**src/rtl/b64e_pkg.sv**
```systemverilog
// Package for the base64 encoder with a permuted alphabet.
// Holds the alphabet table, the padding character and the shared widths.
// No dependencies.
package b64e_pkg;

	localparam int unsigned ByteW  = 8;
	localparam int unsigned IdxW   = 6;
	localparam int unsigned Chars  = 4;

	localparam logic [ByteW-1:0] PAD_CHAR = 8'h23;

	// Permuted alphabet, indexed by the 6-bit group value
	localparam logic [ByteW-1:0] ALPHABET [0:63] = '{
		"p", "A", "0", "B", "a", "C", "D", "E", "F", "G", "H", "L", "M", "N",
		"O", "4", "P", "Q", "R", "T", "U", "V", "W", "X", "Y", "Z",
		"b", "c", "9", "d", "e", "f", "I", "g", "h", "J", "i", "j", "l", "K",
		"m", "n", "o", "q", "r", "s", "t", "u", "v", "w", "x", "y",
		"z", "1", "2", "k", "3", "5", "S", "6", "7", "8", "-", "_"
	};

	// Count of bytes held in the current group
	typedef logic [1:0] grp_cnt_t;

	// Position of the character in the output group
	typedef logic [1:0] char_pos_t;

endpackage

```
**src/rtl/base64_custom_alphabet_encoder_core.sv**
```systemverilog
// Base64 encoder core with a permuted 64-character alphabet and '#' padding.
// The first character follows in the cycle after the item that closes its group.
// Throughput: one byte per cycle while a group gathers; four characters per group,
// one per cycle while tready is high, set by the single four-entry character buffer.
// Reset (arst_n, asynchronous, active low) empties the buffer and the pending group.
// Depends on b64e_pkg.
module base64_custom_alphabet_encoder_core (
	input  logic       clk,
	input  logic       arst_n,
	input  logic       s_axis_tvalid,
	output logic       s_axis_tready,
	input  logic [7:0] s_axis_tdata,  // [7:0] data_byte
	input  logic       s_axis_tlast,  // end_of_message
	output logic       m_axis_tvalid,
	input  logic       m_axis_tready,
	output logic [7:0] m_axis_tdata,  // [7:0] out_char
	output logic       m_axis_tlast   // last_char
);

	logic [b64e_pkg::ByteW-1:0] pend0_q;
	logic [b64e_pkg::ByteW-1:0] pend1_q;
	b64e_pkg::grp_cnt_t         grp_cnt_q;

	logic [b64e_pkg::ByteW-1:0] chars_q [b64e_pkg::Chars];
	logic                       eom_q;
	logic                       busy_q;
	b64e_pkg::char_pos_t        pos_q;

	logic                       store_only;
	logic                       buf_free;
	logic                       s_acc;
	logic                       m_acc;
	logic                       close_grp;
	logic [b64e_pkg::ByteW-1:0] b0;
	logic [b64e_pkg::ByteW-1:0] b1;
	logic [b64e_pkg::ByteW-1:0] b2;
	logic [b64e_pkg::IdxW-1:0]  idx [b64e_pkg::Chars];
	logic [b64e_pkg::ByteW-1:0] new_chars [b64e_pkg::Chars];
	logic [2:0]                 n_chars;

	// Handshake: a byte that only joins the group is always taken
	assign store_only    = (grp_cnt_q != 2'd2) && !s_axis_tlast;
	assign m_acc         = m_axis_tvalid && m_axis_tready;
	assign buf_free      = !busy_q || (m_acc && (pos_q == 2'd3));
	assign s_axis_tready = store_only || buf_free;
	assign s_acc         = s_axis_tvalid && s_axis_tready;
	assign close_grp     = s_acc && !store_only;

	// Select the group bytes, zero-filling a short final group
	always_comb begin
		unique case (grp_cnt_q)
			2'd0: begin
				b0 = s_axis_tdata;
				b1 = '0;
				b2 = '0;
				n_chars = 3'd2;
			end
			2'd1: begin
				b0 = pend0_q;
				b1 = s_axis_tdata;
				b2 = '0;
				n_chars = 3'd3;
			end
			default: begin
				b0 = pend0_q;
				b1 = pend1_q;
				b2 = s_axis_tdata;
				n_chars = 3'd4;
			end
		endcase
	end

	// Split into 6-bit indexes and look up characters, padding the tail
	always_comb begin
		idx[0] = b0[7:2];
		idx[1] = {b0[1:0], b1[7:4]};
		idx[2] = {b1[3:0], b2[7:6]};
		idx[3] = b2[5:0];
		for (int k = 0; k < b64e_pkg::Chars; k++) begin
			if (3'(k) < n_chars) begin
				new_chars[k] = b64e_pkg::ALPHABET[idx[k]];
			end else begin
				new_chars[k] = b64e_pkg::PAD_CHAR;
			end
		end
	end

	// Gather bytes of the current group
	always_ff @(posedge clk or negedge arst_n) begin
		if (!arst_n) begin
			pend0_q   <= '0;
			pend1_q   <= '0;
			grp_cnt_q <= '0;
		end else if (s_acc) begin
			if (store_only) begin
				if (grp_cnt_q == 2'd0) begin
					pend0_q <= s_axis_tdata;
				end else begin
					pend1_q <= s_axis_tdata;
				end
				grp_cnt_q <= grp_cnt_q + 2'd1;
			end else begin
				pend0_q   <= '0;
				pend1_q   <= '0;
				grp_cnt_q <= '0;
			end
		end
	end

	// Load a finished group into the buffer and advance through it
	always_ff @(posedge clk or negedge arst_n) begin
		if (!arst_n) begin
			busy_q <= 1'b0;
			pos_q  <= '0;
			eom_q  <= 1'b0;
			for (int k = 0; k < b64e_pkg::Chars; k++) begin
				chars_q[k] <= '0;
			end
		end else if (close_grp) begin
			busy_q <= 1'b1;
			pos_q  <= '0;
			eom_q  <= s_axis_tlast;
			for (int k = 0; k < b64e_pkg::Chars; k++) begin
				chars_q[k] <= new_chars[k];
			end
		end else if (m_acc) begin
			pos_q <= pos_q + 2'd1;
			if (pos_q == 2'd3) begin
				busy_q <= 1'b0;
			end
		end
	end

	assign m_axis_tvalid = busy_q;
	assign m_axis_tdata  = chars_q[pos_q];
	assign m_axis_tlast  = eom_q && (pos_q == 2'd3);

	// A group never holds three pending bytes
	a_cnt_range: assert property (@(posedge clk) disable iff (!arst_n)
		grp_cnt_q != 2'd3)
		else $error("group count reached three");

	// A closed group shows its first character in the next cycle
	a_grp_start: assert property (@(posedge clk) disable iff (!arst_n)
		close_grp |=> (m_axis_tvalid && (pos_q == 2'd0)))
		else $error("closed group not presented");

	// A byte that only joins the group leaves the buffer untouched
	a_store_keeps_buf: assert property (@(posedge clk) disable iff (!arst_n)
		(s_acc && store_only && !m_acc) |=> ($stable(busy_q) && $stable(pos_q)))
		else $error("buffer disturbed by stored byte");

	// A group is only closed when the buffer has room for it
	a_no_overrun: assert property (@(posedge clk) disable iff (!arst_n)
		close_grp |-> (!busy_q || (m_acc && (pos_q == 2'd3))))
		else $error("buffer overrun");

endmodule
```
**config.mk**
```make
export PLATFORM = sky130hd
export DESIGN_NAME = base64_custom_alphabet_encoder_core
export DESIGN_NICKNAME = d
export VERILOG_FILES = /design/src/rtl/b64e_pkg.sv /design/src/rtl/base64_custom_alphabet_encoder_core.sv
export SDC_FILE = /design/constraint.sdc
export NUM_CORES = 1
export LEC_CHECK = 0
export CAP_MARGIN = 20
export CORE_AREA = 2 2 141 143
export CTS_CLUSTER_DIAMETER = 120
export CTS_CLUSTER_SIZE = 10
export DETAILED_ROUTE_END_ITERATION = 7
export DIE_AREA = 0 0 143 145
export DONT_BUFFER_PORTS = 1
export PLACE_DENSITY_LB_ADDON = 0.2
export SETUP_SLACK_MARGIN = 0.02
export SLEW_MARGIN = 10
export SYNTH_ARGS = -nofsm -noshare
export SYNTH_HDL_FRONTEND = slang
export SYNTH_SLANG_ARGS = --single-unit
```
**constraint.sdc**
```tcl
create_clock -name clk -period 3.2 [get_ports clk]
set_clock_uncertainty 0.05 [all_clocks]
set_input_delay 0.48 -clock clk [delete_from_list [all_inputs] [get_ports clk]]
set_output_delay 0.48 -clock clk [all_outputs]
set_load 0.01 [all_outputs]
```
=== Yosys cells after proc, flatten, opt, wreduce, memory -nomap -nowiden ===
Memory sizes are Yosys's and may differ from the RTL's. A register that Yosys moved wholly into a read port is not among the register bits.
Index checks and enable logic that the tools add are counted.

* $add $sub $neg: 2
* $lt $le $gt $ge: 5
* Equality and inequality tests: 4
* Muxes and demuxes: 22
* Bitwise operators: 5
* Reduce and logical (&&, ||, !) cells: 19

{| class="wikitable"
|+ Operators by type and width
! operator !! number
|-
| 8-bit 2-to-1 mux || 13
|-
| 6-bit inverter with 7-bit output || 4
|-
| 8-bit binary-select mux with 2-bit select || 1
|-
| 8-bit one-hot mux with 2 select lines || 1
|-
| 7-bit >= comparator, second input constant || 2
|-
| 1-bit logical AND || 6
|-
| 2-bit by 3-bit less-than comparator with 1-bit output, first input constant || 2
|-
| 2-bit 2-to-1 mux || 3
|-
| 3-bit one-hot mux with 2 select lines || 1
|-
| 1-bit logical NOT || 5
|-
| 2-bit by 1-bit adder with 2-bit output, second input constant || 2
|-
| 2-bit inequality test, second input constant || 2
|-
| 2-bit AND reduction || 2
|-
| 2-bit nonzero test || 2
|-
| 3-bit >= comparator, second input constant || 1
|-
| 1-bit 2-to-1 mux || 3
|-
| 2-bit inverter with 3-bit output || 1
|-
| 2-bit by 1-bit == test with 1-bit output, second input constant || 1
|-
| 2-bit == test, second input constant || 1
|-
| 2-bit logical NOT || 1
|-
| 1-bit logical OR || 2
|-
| 2-bit OR reduction || 1
|}

* Register bits: 38
* Bits in read-only memories: 2,048
* Output and inout bits: 11
* Word-level logic and storage cells: 69
* Memories kept: 4

{| class="wikitable"
|+ Memories
! name !! depth !! bits a word !! read ports !! clocked after Yosys merged registers in !! wr ports !! RTL line !! text
|-
| (no name shown) || 64 || 8 || 1 || 0 || 0 || base64_custom_alphabet_encoder_core.sv:81 || <nowiki>new_chars[k] = b64e_pkg::ALPHABET[idx[k]];</nowiki>
|-
| (no name shown) || 64 || 8 || 1 || 0 || 0 || base64_custom_alphabet_encoder_core.sv:81 ||
|-
| (no name shown) || 64 || 8 || 1 || 1 || 0 || base64_custom_alphabet_encoder_core.sv:81 ||
|-
| (no name shown) || 64 || 8 || 1 || 1 || 0 || base64_custom_alphabet_encoder_core.sv:81 ||
|}

=== Longest topological paths before layout ===
* Word-level depth: 8
* Mapped depth: 13
* Gate-level depth less buffers: 11

=== Least setup slack after synthesis ===
OpenSTA, ideal clock, no wires.

* Path kind: register to register
* From: register grp_cnt_q[0]
* To: register chars_q[2] in the netlist's numbering
* Library setup time: 122 ps
* Data arrival time: 2,892 ps
* Data required time: 3,028 ps
* Setup slack: 136 ps
* Stages on the path, launching flop included: 14
* Buffers on the path: 2
* Cells stage by stage: dfrtp_1 > inv_1 > ha_1 > buf_6 > nor2_1 > clkbuf_1 > nand2_1 > inv_1 > ha_1 > inv_1 > mux4_2 > or2_1 > a32oi_1 > o21ai_1

* Cells in the longest elaborated chain, start to end: 8

{| class="wikitable"
|+ RTL lines
! item !! RTL line !! text
|-
| start, declared || base64_custom_alphabet_encoder_core.sv:22 || <nowiki>b64e_pkg::grp_cnt_t grp_cnt_q;</nowiki>
|-
| start signal, assigned || base64_custom_alphabet_encoder_core.sv:101 || <nowiki>grp_cnt_q <= grp_cnt_q + 2'd1;</nowiki>
|-
| 2-bit by 1-bit == test with 1-bit output or 2-bit logical NOT (tied branches) || base64_custom_alphabet_encoder_core.sv:51 || <nowiki>unique case (grp_cnt_q)</nowiki>
|-
| 2-bit OR reduction (no line) || - ||
|-
| 8-bit 2-to-1 mux || base64_custom_alphabet_encoder_core.sv:51 ||
|-
| 6-bit inverter with 7-bit output (implied by the code) || base64_custom_alphabet_encoder_core.sv:81 ||
|-
| memory read 64 x 8 bit || - ||
|-
| 8-bit 2-to-1 mux (implied by the code) (2 in series) || base64_custom_alphabet_encoder_core.sv:81 ||
|-
| 8-bit 2-to-1 mux || base64_custom_alphabet_encoder_core.sv:80 || <nowiki>if (3'(k) < n_chars) begin</nowiki>
|-
| end signal, assigned by index || base64_custom_alphabet_encoder_core.sv:124 || <nowiki>chars_q[k] <= new_chars[k];</nowiki>
|-
| end, declared || base64_custom_alphabet_encoder_core.sv:24 || <nowiki>logic [b64e_pkg::ByteW-1:0] chars_q [b64e_pkg::Chars];</nowiki>
|}

Several ways; a longest one is shown, not always the timed one. The select of a mux whose other input is x is not followed.
A chain may end at the register's enable or synchronous reset.

=== Final worst setup path ===
* From: register grp_cnt_q[1]
* To: register chars_q[17] in the netlist's numbering

* Cells in the longest elaborated chain, start to end: 5

{| class="wikitable"
|+ RTL lines
! item !! RTL line !! text
|-
| 2-bit inequality test || base64_custom_alphabet_encoder_core.sv:42 || <nowiki>assign store_only = (grp_cnt_q != 2'd2) && !s_axis_tlast;</nowiki>
|-
| 1-bit logical AND || base64_custom_alphabet_encoder_core.sv:42 ||
|-
| 1-bit logical OR || base64_custom_alphabet_encoder_core.sv:45 || <nowiki>assign s_axis_tready = store_only || buf_free;</nowiki>
|-
| 1-bit logical AND || base64_custom_alphabet_encoder_core.sv:46 || <nowiki>assign s_acc = s_axis_tvalid && s_axis_tready;</nowiki>
|-
| 1-bit logical AND || base64_custom_alphabet_encoder_core.sv:47 || <nowiki>assign close_grp = s_acc && !store_only;</nowiki>
|}

Several ways; a longest one is shown, not always the timed one.

==> impl_metrics.json <==
{
  "status": "completed",
  "drv_slew": 0,
  "synth_seq_cells": 50,
  "cp-end-kind": "flip-flop",
  "synthAdderAreaFrac_pct": 8.13,
  "internal-power_uw": 2980,
  "r2r-end": "chars_q[17]",
  "cts_tree": "done",
  "insertedDiodeCount": 0,
  "rows": 51,
  "p_leak_uw": 0.00239,
  "setup_viol": 0,
  "synth-edff-count": 0,
  "drt_iter0_drc": 643,
  "grt.overflow.total": 0,
  "start_kind": "flip-flop",
  "crit_required_ps": 3350,
  "area_growth_pct": 8.24,
  "cp.arrival_ps": 3140,
  "p_sw_share_pct": 53.0,
  "vias_per_cell": 6.09,
  "place_hpwl_um": 15100,
  "synth_top_cells_by_count": "nand2_1 (75), o21ai_0 (58), dfrtp_1 (50)",
  "root_buffer": "clkbuf_16",
  "yosysMostFrequentCell": "nand2_1",
  "synth-xor-area-share_pct": 0.923,
  "postPlaceCellArea_mm2": 0.00597,
  "final_area_mm2": 0.00616,
  "r2r_cells": 10,
  "syn_area_mm2": 0.00569,
  "period_needed_ps": 2990,
  "clk_latency_ps": 310,
  "synth_compound_area_share_pct": 33.8,
  "grt_antenna_before_repair": 0,
  "muxShareOfSynthArea_pct": 10.2,
  "maxCapViolCount": 0,
  "grt_setup_unrepaired": "false",
  "cts_setup_buffers": 0,
  "grt_use_met1_pct": 27.8,
  "drc": 0,
  "met3_usage_pct": 2.61,
  "wire_per_inst_um": 21.9,
  "cts_buffer_depth": 2,
  "max_slew_margin_pct": 39.4,
  "fp.dieH_um": 145,
  "synth_area_leaders": "dfrtp_1 (22%), ha_1 (8.1%), o21ai_0 (5.1%)",
  "grt_max_degree": 51,
  "grt_pass1_vias": 5527,
  "yosysTopAreaCell": "dfrtp_1",
  "syn_inst": 694,
  "die_area_mm2": 0.0207,
  "htree_levels": 2,
  "globalRoute.busiestLayer": "met2",
  "grt_use_met2_pct": 30.5,
  "synth_top_family_by_area": "compound AO/OA/AOI/OAI gates",
  "io_buffers": 0,
  "nNetsFinal": 722,
  "io_pins": 24,
  "ant_nets": 0,
  "ir_worst_vdd_v": 0.000329,
  "syn_avg_cell_area_um2": 8.20,
  "fin_cells": 938,
  "core_area_mm2": 0.0192,
  "clkSinkCount": 50,
  "ys_seq_area_share_pct": 22.0,
  "timing.critical_path.from": "grp_cnt_q[1]",
  "async_flop_share_pct": 100,
  "cts_made_buffers": 5,
  "dp.cells": 928,
  "place.gp.congestion": 0.924,
  "syn_nets": 744,
  "yosys_warnings": 0,
  "via_count": 5715,
  "worstMarginPinSlew_ps": 906,
  "holdPathStages": 1,
  "grt_pass1_wl_um": 32400,
  "post-route-period-util_pct": 93.4,
  "drt-total-wl_um": 20500,
  "grt_usage_pct": 19.7,
  "drive_gt1_share_pct": 12.0,
  "synth-simple-area-share_pct": 18.2,
  "synthFlopType": "dfrtp_1",
  "whs_endpoint": "pend1_q[2]",
  "crit_type": "reg2reg",
  "combinationalPowerShare_pct": 71.8,
  "seqPwrFrac_pct": 18.9,
  "synth_top_area_share_pct": 22.0,
  "r2r_setup_slack_ps": 210,
  "finalSetupTns_ps": 0,
  "synth_cell_type_count": 85,
  "fmax_mhz": 335,
  "worst_hold_path_type": "in2reg",
  "clkPwrFrac_pct": 9.2,
  "start_util_pct": 29.6,
  "drtPass1Iterations": 6,
  "p_sw_uw": 3360,
  "cp_max_fo": 8,
  "r2r-start": "grp_cnt_q[1]",
  "clk_pin_slew_ps": 90,
  "die_x_um": 143,
  "hp-start": "s_axis_tdata[2]",
  "p_per_area_mw_per_mm2": 1030,
  "hold_violations": 0
}
metrics by stage:
step	util, %	hold slack (ps)	power (µW)	worst slack [ps]
2_1_floorplan	-	134	4410	136
3_3_place_gp	31.1	136	5650	178
3_5_place_dp	31.1	136	5650	200
4_1_cts	32.0	249	6260	204
5_1_grt	32.1	252	6780	42.1
6_report	32.1	257	6330	212
layer usage:
| metal | wire length, µm | vias up |
|---|---|---|
| met5 | 0 | - |
| met2 | 9500 | 223 |
| met1 | 9360 | 2833 |
| met4 | 637 | 0 |
| met3 | 1000 | 38 |
| li1 | - | 2621 |
power groups by stage:
stage	sequential, µW	combinational [µW]	clock, µW
2_1_floorplan	1030	3380	0
3_3_place_gp	1210	4450	0
3_5_place_dp	1210	4440	0
4_1_cts	1200	4470	594
5_1_grt	1230	4930	615
6_report	1200	4550	584
critical path, stage by stage, from the launching register on:
cell,delay (ps)
dfrtp_1,370
inv_1,100
ha_1,290
or3b_2,490
nand2_1,200
ha_1,390
nand2_1,110
o21ai_0,80
o22ai_1,290
o311ai_1,150
o32a_1,360
state kept, by name, indices dropped and copies added (netlist names):
signal and flops:
grp_cnt_q 2, m_axis_tvalid 1, pend0_q 8, pos_q 2, eom_q 1, pend1_q 8
chars_q 28
cells by family after synthesis:
| kind of cell | Yosys count |
|---|---|
| AO/OA/AOI/OAI | 269 |
| AND/OR/NAND/NOR | 208 |
| buffers and inverters | 81 |
| flip-flops | 50 |
| multiplexers | 42 |
| adder cells (fa/ha/maj) | 37 |
| XOR/XNOR | 6 |
| other | 1 |
worst max path at each step:
stage / to / slack, ps / depth (start not counted)
2_1_floorplan: chars_q[2] / 140 / 13
4_1_cts: chars_q[17] / 200 / 11
5_1_grt: chars_q[19] / 40 / 12
3_5_place_dp: chars_q[17] / 200 / 11
3_3_place_gp: chars_q[17] / 180 / 10
6_report: chars_q[17] / 210 / 10
area by class of cell:
class | count | area [µm²]
fillers | 2052 | 13000
well taps | 265 | 332
multi-input cells | 563 | 4080
clock inverters | 3 | 25.0
flip-flops and latches | 50 | 1250
clock buffers | 5 | 125
repair buffers | 33 | 283
inverters | 19 | 71.3
placed cells by master, fill, tap and decap left out, types with 6 or more instances in the layout:
cell type,n
o211ai_1,14
nand2b_1,7
mux2i_1,18
nand3_1,15
nor3_1,15
inv_1,18
dfrtp_1,50
buf_4,30
and3_1,11
nor2_1,38
o22ai_1,10
a21oi_1,28
a22o_1,11
nand2_1,75
a32o_1,6
and2_1,8
a31oi_1,18
ha_1,36
mux4_2,9
a211oi_1,20
a21boi_0,8
a32oi_1,7
o311a_1,6
nor2b_1,9
o21ai_0,58
o31ai_1,7
mux2_2,10
timing repair:
item,in CTS,in global routing
resized for setup,0,1
hold buffers,2,0
endpoints found under the hold margin,50,0
setup endpoints to repair,0,3
(Power assumes the default switching activity.)
